==> src/skvt_pkg.sv <==
// Shared constants, codes and types for the sorted key/value table.
package skvt_pkg;

   localparam int CAPACITY   = 32;
   localparam int KEY_BYTES  = 8;
   localparam int VALUE_BITS = 32;

   localparam int KEY_BITS = 8 * KEY_BYTES;
   localparam int COUNT_W  = $clog2(CAPACITY + 1);

   // Port field widths
   localparam int OP_W    = 2;
   localparam int KEY_W   = 64;
   localparam int VALUE_W = 32;
   localparam int STAT_W  = 2;
   localparam int ENTRY_W = 6;

   localparam logic [OP_W-1:0] OP_FIND   = 2'd0;
   localparam logic [OP_W-1:0] OP_INSERT = 2'd1;
   localparam logic [OP_W-1:0] OP_REMOVE = 2'd2;

   localparam logic [STAT_W-1:0] STAT_OK   = 2'd0;
   localparam logic [STAT_W-1:0] STAT_MISS = 2'd1;
   localparam logic [STAT_W-1:0] STAT_DUP  = 2'd2;
   localparam logic [STAT_W-1:0] STAT_FULL = 2'd3;

   typedef logic [KEY_BITS-1:0]   key_type;
   typedef logic [VALUE_BITS-1:0] value_type;

   // Broadcast from the control to every cell of the row
   typedef struct packed {
      logic      insert;
      logic      remove;
      logic      replace;
      key_type   key;
      value_type value;
   } cell_ctl_type;

endpackage

==> src/skvt_cell.sv <==
// One table cell: holds a key/value pair, compares it and shifts with its neighbours.
module skvt_cell
   import skvt_pkg::*;
(
   input  logic         clock,
   input  cell_ctl_type ctl,
   input  logic         occupied,
   input  logic         left_lt,
   input  key_type      left_key,
   input  value_type    left_value,
   input  key_type      right_key,
   input  value_type    right_value,
   output key_type      key_out,
   output value_type    value_out,
   output logic         lt,
   output logic         eq,
   output value_type    hit_value
);

   key_type   key_ff, key_in;
   value_type value_ff, value_in;

   assign lt        = occupied && (key_ff < ctl.key);
   assign eq        = occupied && (key_ff == ctl.key);
   assign hit_value = eq ? value_ff : '0;
   assign key_out   = key_ff;
   assign value_out = value_ff;

   always_comb begin
      key_in   = key_ff;
      value_in = value_ff;
      if (ctl.insert) begin
         // cells at or above the insertion point move up; the boundary cell takes the new pair
         if (!lt) begin
            if (left_lt) begin
               key_in   = ctl.key;
               value_in = ctl.value;
            end else begin
               key_in   = left_key;
               value_in = left_value;
            end
         end
      end else if (ctl.remove) begin
         if (!lt) begin
            key_in   = right_key;
            value_in = right_value;
         end
      end else if (ctl.replace && eq) begin
         value_in = ctl.value;
      end
   end

   always_ff @(posedge clock) begin
      key_ff   <= key_in;
      value_ff <= value_in;
   end

endmodule

==> config.mk <==
export PLATFORM = sky130hd
export DESIGN_NAME = skvt_cell
export DESIGN_NICKNAME = d
export VERILOG_FILES = /design/src/skvt_pkg.sv /design/src/skvt_cell.sv
export SDC_FILE = /design/constraint.sdc
export NUM_CORES = 1
export LEC_CHECK = 0
export BUFFER_PORTS_ARGS = -buffer_cell sky130_fd_sc_hd__buf_2
export CAP_MARGIN = 30
export CORE_AREA = 2 2 166 168
export DETAILED_ROUTE_END_ITERATION = 10
export DIE_AREA = 0 0 168 170
export SLEW_MARGIN = 10
export SYNTH_ARGS = -nofsm -noshare
export SYNTH_HDL_FRONTEND = slang
export SYNTH_SLANG_ARGS = --single-unit
export TNS_END_PERCENT = 5
==> constraint.sdc <==
create_clock -name clock -period 5.8 [get_ports clock]
set_clock_uncertainty 0.15 [all_clocks]
set_input_delay 1.16 -clock clock [delete_from_list [all_inputs] [get_ports clock]]
set_output_delay 1.16 -clock clock [all_outputs]
set_load 0.01 [all_outputs]
# Word-level counts from Yosys, hierarchy flattened
# Cells that the tools add are included.
# totals
output_inout_bits	130
n_memories	0
ramBits	0
inputBits	294
rom_bits	0
word_cells	26
regBits	96
latchBits	0
# op_classes
mul	0
div_mod_pow	0
n_eq_ne	3
order_cmp	1
add_sub_neg	0
mux	12
n_reduce_logical	7
n_bitwise	1
shifts	0
# op_table
cell	count
two-way mux 64 bit	5
two-way mux 32 bit	7
== test 64 bit	1
< comparator 64 bit	1
inequality test 2 bit (second input constant)	2
logical AND 1 bit	3
AND reduction 3 bit	1
nonzero test 3 bit	1
AND reduction 2 bit	1
nonzero test 2 bit	1
NOT 1 bit	1

# Longest topological paths before layout
# Gate-level depths: netlist of the first run.
# logic_depth
ltp_word	6
depth_mapped	8
depth_no_buf	8

# Least setup slack after synthesis of the first run
# Ideal clock, no wire load.
# synth_path
kind	input -> register
from	input port ctl[94] (netlist name)
to	register key_ff[0] (netlist: key_out[0]) (enable)
path_stages	7
slack_ps	-333
setup_time_ps	507
n_path_buf	0
required_time_ps	5143
t_arrival_ps	5476
cell_sequence	inv_1 ha_1 nand4_1 nor4_2 nand4_1 nand2b_1 a21oi_1
# synth_between
elab_chain_cells	4
# synth_lines
item	line_no	text
start: declaration	skvt_cell.sv:6	input cell_ctl_type ctl,
< comparator 64 bit	skvt_cell.sv:23	assign lt = occupied && (key_ff < ctl.key);
logical AND 1 bit	skvt_cell.sv:23	
NOT 1 bit (no source line)	--	
AND reduction 2 bit (no source line)	--	
end signal: assignment	skvt_cell.sv:54	key_ff <= key_in;
end: declaration	skvt_cell.sv:20	key_type key_ff, key_in;
# Every way passes these cells.
# A chain may end at the register's enable or synchronous reset.

# Final worst setup path of the first run
# layout_path
from	input port ctl[95] (netlist name)
to	output port hit_value[0]
# layout_between
elab_chain_cells	3
# layout_lines
item	line_no	text
== test 64 bit	skvt_cell.sv:24	assign eq = occupied && (key_ff == ctl.key);
logical AND 1 bit	skvt_cell.sv:24	
two-way mux 32 bit	skvt_cell.sv:25	assign hit_value = eq ? value_ff : '0;
end: declaration	skvt_cell.sv:17	output value_type hit_value
# Every way passes these cells.

==> metrics, run 1 <==
die extent in y=about 170 um; Pins Over Slew Limit=0; r2r startpoint=key_out[62]; Fin Setup TNS=0 ns; yosys warns=0; Slew headroom=37.7%; global route overflow=0; Hold Slack=just under 1 ns; part of the power in registers=a little over two fifths; f_max=approximately 0.2 GHz; syn_area_per_cell=around 9.7 um^2; Die ar.=28600 um^2; CP Buf/Inv Count=4; Total GRT Usage=around 17%; hold_buf cts=0; Min-Delay Path Depth=3; H-tree depth=3; Cell Pwr Density=218 nW/um^2; area of the multi-input gates=approximately 3800 um^2; FF+latch area=just under 3000 um^2; I/O pins=approximately 420; status=completed; Min Clock Period, post-route=between 5 and 6 ns; #FFs+latches synth=96; Worst setup EP type=primary output; Final Cycle Share=slightly below 90%; DR vias/cell=approximately 4.7; reg2reg path depth=7; CTS sink count=96; Initial Util=a little over a quarter; max-capacitance violation count=0; sw power=around 660 uW; TritonCTS clock tree=yes; fin nets=about 1.5k; CTS buffer count=9; Fillers=2755; cts repair resizes=0; Root Buffer=clkbuf_16; Data required, critical path=~4.5 ns; CP startpoint kind=input pin; clock transition at the registers of the reported paths=about 0.070 ns; clock power share=28.8%; Tot Pwr=between 2000 and 2500 uW; Comb pwr share=~28%; Worst Setup SP=ctl[95]; P_leak=between 0.004 and 0.005 uW; Avg WL per Cell=roughly 17 um; Mapped Cells=slightly above 700; largest net degree at the start of global routing=75; switching share of power=a little under a third; Internal=between 1000 and 1500 uW; vias post-DR=around 7k; Cell Rows=60; Setup Fix Bufs, Post-CTS=0; Max IR drop VDD=~0.1 mV; layout cell share with drive strength beyond 1=between 30% and 40%; crit-path cells=buf_2 > inv_1 > ha_1 > nand4_1 > nor4_2 > nand4_1 > nor2_2 > buf_4 > and2_1 > buf_2; Setup Crit Path Kind=input pin to primary output; Clock Tree Buf Depth=2; Die W=around 170 um; final wirelength=around 25000 um; Core Footprint=26700 um^2; drt initial violations=about 290; slowest cell on the critical path=nor4_2; worst slew pin tran=0.935 ns; unrepaired setup endpoints after global routing=false; RD Place Congestion=between 0.8 and 0.9; dpl hpwl=approximately 20000 um; Post-Syn Nets=roughly 1.1k; sequential area share after synthesis=40.9%; post-route ant nets=0; most frequent cells in the layout=buf_2, a21oi_1, mux2i_1, edfxtp_1, nor2_1; Final Hold Vio Count=0; CP max stage delay=around 0.64 ns; commonest non-fill, non-tap cell in the layout=buf_2; TritonRoute pass-1 iters=4; Hold Path Class=input pin to flip-flop; vias in the first global route=just under 7k; Hold Path Sink=key_out[3]; Cell Area, Synth=between 7000 and 8000 um^2; data arrival time of the worst path=3.81 ns; reg2reg end=key_out[56]; final setup fails=0; HP Start=right_key[3]; Syn-to-layout area delta=39.5%; worst-skew pair later-pin latency=around 0.35 ns; port buffer count=roughly 420; first-pass GRT wire length=between 30000 and 40000 um; post-synth cell types=35; antenna violations before repair=2; # DRC=0; Top Family by Delay on Critical Path=simple AND/OR/NAND/NOR gates; R2R setup slack=approximately 2.0 ns; CP Max Fanout=33
## power groups by stage
stage               Clock [uW]  Combinational (uW)  Sequential (uW)
global route               667                 670              932
CTS                        647                 611              923
detailed placement           0                 607              938
finish                     616                 601              922
floorplan                    0                 276              969
global placement             0                 595              936
## registers in the layout, summed over array words and instances (netlist names)
register   flops
value_out     32
key_out       64
## layer usage
layer	up-vias	share of wire, %	global-route usage, %
li1	3441	-	-
met1	3198	41	19.2
met2	277	50	30.5
met3	27	6.8	4.00
met4	2	2.0	4.31
met5	-	0.053	0
## per-stage QoR
| step | setup slack [ns] | cells | area, um^2 | utilization [%] |
|---|---|---|---|---|
| 2_1_floorplan | 0.563 | 727 | 7050 | - |
| 3_3_place_gp | 0.651 | 1455 | 9510 | 35.7 |
| 3_5_place_dp | 0.655 | 1456 | 9540 | 35.8 |
| 4_1_cts | 0.641 | 1472 | 9830 | 36.9 |
| 5_1_grt | 0.508 | 1472 | 9830 | 36.9 |
| 6_report | 0.684 | 1473 | 9830 | 36.9 |
## how the worst max path moves through the flow
stage	end	slack, ns	cells after the start
finish	hit_value[0]	0.68	10
global route	hit_value[0]	0.51	10
CTS	hit_value[0]	0.64	10
detailed placement	hit_value[0]	0.66	10
global placement	hit_value[0]	0.65	10
floorplan	value_out[0]	0.56	8
## kinds of logic (layout without fill, tap and decap cells)
| logic type | Yosys count | count (layout) | share of synthesized area [%] |
|---|---|---|---|
| AND/OR/NAND/NOR | 183 | 183 | 13.2 |
| adder cells (fa/ha/maj) | 64 | 64 | 11.4 |
| other | 0 | 1 | 0 |
| buffers and inverters | 111 | 515 | 6.05 |
| flip-flops | 96 | 96 | 40.9 |
| multiplexers | 96 | 96 | 13.6 |
| AO/OA/AOI/OAI | 177 | 177 | 14.8 |
## Yosys cell counts
cell,instances,area (um^2)
o221ai_1,1,8.76
clkbuf_2,2,10.0
buf_1,7,26.3
nor2_1,71,267
and2_1,33,206
o21ai_0,5,25.0
inv_1,69,259
a221o_1,2,20.0
a21oi_2,1,8.76
nor4bb_1,1,10.0
nand3_1,10,50.1
a311oi_1,1,8.76
nand2b_1,1,6.26
edfxtp_1,96,2880
nand2_1,14,52.6
a21oi_1,120,601
nor4_1,1,6.26
o21a_1,1,7.51
buf_2,6,30.0
nor4_2,1,12.5
mux2i_1,96,961
a221oi_1,1,8.76
nor3_1,3,15.0
and3_1,1,6.26
a211o_1,3,26.3
nand4_1,12,75.1
clkbuf_1,27,101
a211oi_1,33,248
ha_1,64,801
a2111o_1,2,22.5
and4_1,3,26.3
nor2b_1,32,200
a21boi_0,1,7.51
a311oi_2,1,15.0
a21o_1,5,37.5
## area by class of cell
cell class	instances	area share [%]
antenna	1	0.0254
clock buffer	10	2.33
clock inverter	6	0.687
inverter	69	2.63
multi-input combinational	520	38.3
sequential	96	29.3
tap	341	4.34
timing repair buffer	430	22.4
## tightest hold or removal path: cells and delay by family
family | cells | cell delay (ns)
AOI/OAI and AO/OA | 1 | 0.09
buffers and inverters | 1 | 0.07
and+or+nand+nor | 1 | 0.03
Note: power is estimated with default switching activity, not from simulation.
==> inputs of run 2 (changes only) <==
--- a/config.mk
+++ b/config.mk
@@ -7,9 +7,11 @@
 export LEC_CHECK = 0
 export BUFFER_PORTS_ARGS = -buffer_cell sky130_fd_sc_hd__buf_2
 export CAP_MARGIN = 30
-export CORE_AREA = 2 2 166 168
+export CELL_PAD_IN_SITES_DETAIL_PLACEMENT = 1
+export CELL_PAD_IN_SITES_GLOBAL_PLACEMENT = 2
+export CORE_UTILIZATION = 22
 export DETAILED_ROUTE_END_ITERATION = 10
-export DIE_AREA = 0 0 168 170
+export PLACE_DENSITY_LB_ADDON = 0.1
 export SLEW_MARGIN = 10
 export SYNTH_ARGS = -nofsm -noshare
 export SYNTH_HDL_FRONTEND = slang
==> run 2 against run 1 <==
Cell count is 4.3% higher. Critical path depth stayed put. Utilization is 5.3 points lower. Via count is 0.13% lower. First-iteration DRC count is 35% lower. Flip-flop and latch count stayed put. Fmax is 5.7% higher. Die area is 15% higher. Worst hold slack worse by 0.0055 ns. Design area is 1.3% higher. Global-route usage is 0.55 points higher. Clock power is 12% higher.
==> metrics, run 2 (synthesis gave the netlist of run 1 again) <==
status=completed; Setup WS post-layout=0.961 ns; CTS sink count=96; die extent in y=roughly 180 um; most frequent cells in the layout=buf_2, a21oi_1, mux2i_1, edfxtp_1, nor2_1; RD Place Congestion=between 0.7 and 0.8; CP Max Fanout=3; Min Clock Period, post-route=between 4 and 5 ns; antenna violations before repair=5; Setup Crit Path Kind=input pin to primary output; dpl hpwl=22600 um; Cell Rows=65; H-tree depth=3; Initial Util=between 20% and 30%; Syn-to-layout area delta=41.3%; Total GRT Usage=between 10% and 20%; drt initial violations=186; max-capacitance violation count=0; hold_buf cts=0; CTS buffer count=9; final wirelength=about 28000 um; largest net degree at the start of global routing=99; slowest cell on the critical path=a311oi_2; crit-path cells=buf_2 > inv_1 > ha_1 > a21oi_1 > o21ai_0 > a221o_1 > a2111o_1 > a311oi_2 > and2_1 > buf_2; P_leak=roughly 0.0050 uW; Pins Over Slew Limit=0; Largest register FFs=between 60 and 70; layout cell share with drive strength beyond 1=between 30% and 40%; vias in the first global route=roughly 7.4k; cts repair resizes=0; CP max stage delay=around 0.57 ns; Final Hold Vio Count=0; data arrival time of the worst path=~3.5 ns; I/O pins=around 420; Core Footprint=31600 um^2; Die W=181 um; Placement Setup Slack=just under 0.9 ns; global route overflow=0; vias post-DR=between 6k and 7k; worst-skew pair later-pin latency=between 0.3 and 0.4 ns; worst slew pin tran=roughly 0.73 ns; first-pass GRT wire length=about 43000 um; Die ar.=between 30000 and 40000 um^2; Fin Setup TNS=0 ns; post-route ant nets=0; Slew headroom=51.0%; DR vias/cell=~4.5; Setup Fix Bufs, Post-CTS=0; Cell Pwr Density=between 200 and 250 nW/um^2; # DRC=0; Data required, critical path=4.49 ns; most frequent cell on the critical path=buf_2; fin nets=roughly 1.5k; commonest non-fill, non-tap cell in the layout=buf_2; final setup fails=0; Fillers=3803; CP startpoint kind=input pin; Root Buffer=clkbuf_16; clock transition at the registers of the reported paths=roughly 0.08 ns; Hold Path Class=input pin to flip-flop; TritonRoute pass-1 iters=4; Worst setup EP type=primary output; Avg WL per Cell=between 15 and 20 um; Final Cycle Share=about 83%; unrepaired setup endpoints after global routing=false; f_max=slightly above 0.2 GHz; port buffer count=between 400 and 500; Clock Tree Buf Depth=2; Max IR drop VDD=roughly 0.13 mV; TritonCTS clock tree=yes
-- run 2: cell types whose count changed in the layout (fill, tap and decap cells not counted), sizes merged --
cell | previous run | this run
diode | 1 | 3
clkinvlp | 1 | 0
inv | 71 | 72
clkbuf | 10 | 9
buf | 430 | 431
bufinv | 1 | 2
-- run 2: path summary, 6_finish.rpt --
path,from,endpoint,slack [ns],cells past startpoint
max,ctl[51],lt,0.96,10
min,right_key[8],key_out[8],0.97,3
max reg2reg,key_out[62],value_out[31],2.59,8
min reg2reg,key_out[39],key_out[18],1.42,6
-- run 2: area by class of cell --
type	instances	area (um^2)	area share [%]
multi-input cells	520	3760	37.8
flip-flops and latches	96	2880	28.9
repair buffers	431	2210	22.2
well taps	402	503	5.05
inverters	69	259	2.60
clock buffers	9	225	2.26
clock inverters	7	101	1.02
diodes	3	7.51	0.0754
-- run 2: routing by layer --
metal	track usage (%)	wire, um
met5	0	22
met3	5.48	2190
met2	30.8	14100
met4	4.07	403
met1	19.5	11700
-- run 2: worst max-delay path, delay by kind of cell --
family                     cells  cell delay, ns
buffers and inverters          3            0.28
AOI/OAI and AO/OA              5            1.56
and+or+nand+nor                1            0.20
adders and majority gates      1            0.31
-- run 2: where the power goes --
part / total, uW / internal, uW / switching, uW
registers: 921 / 874 / 47.2
logic: 600 / 266 / 334
clock network: 692 / 385 / 307
-- run 2: metrics by stage --
step | utilization (%) | instance area [um^2] | total power (uW) | hold slack (ns) | cells
3_3_place_gp | 30.4 | 9600 | 1550 | 1.33 | 1517
3_5_place_dp | 30.5 | 9620 | 1550 | 1.34 | 1518
4_1_cts | 31.5 | 9950 | 2260 | 0.951 | 1534
6_report | 31.6 | 9960 | 2210 | 0.973 | 1537
2_1_floorplan | - | 7050 | 1250 | 1.24 | 727
5_1_grt | 31.5 | 9950 | 2350 | 0.959 | 1535
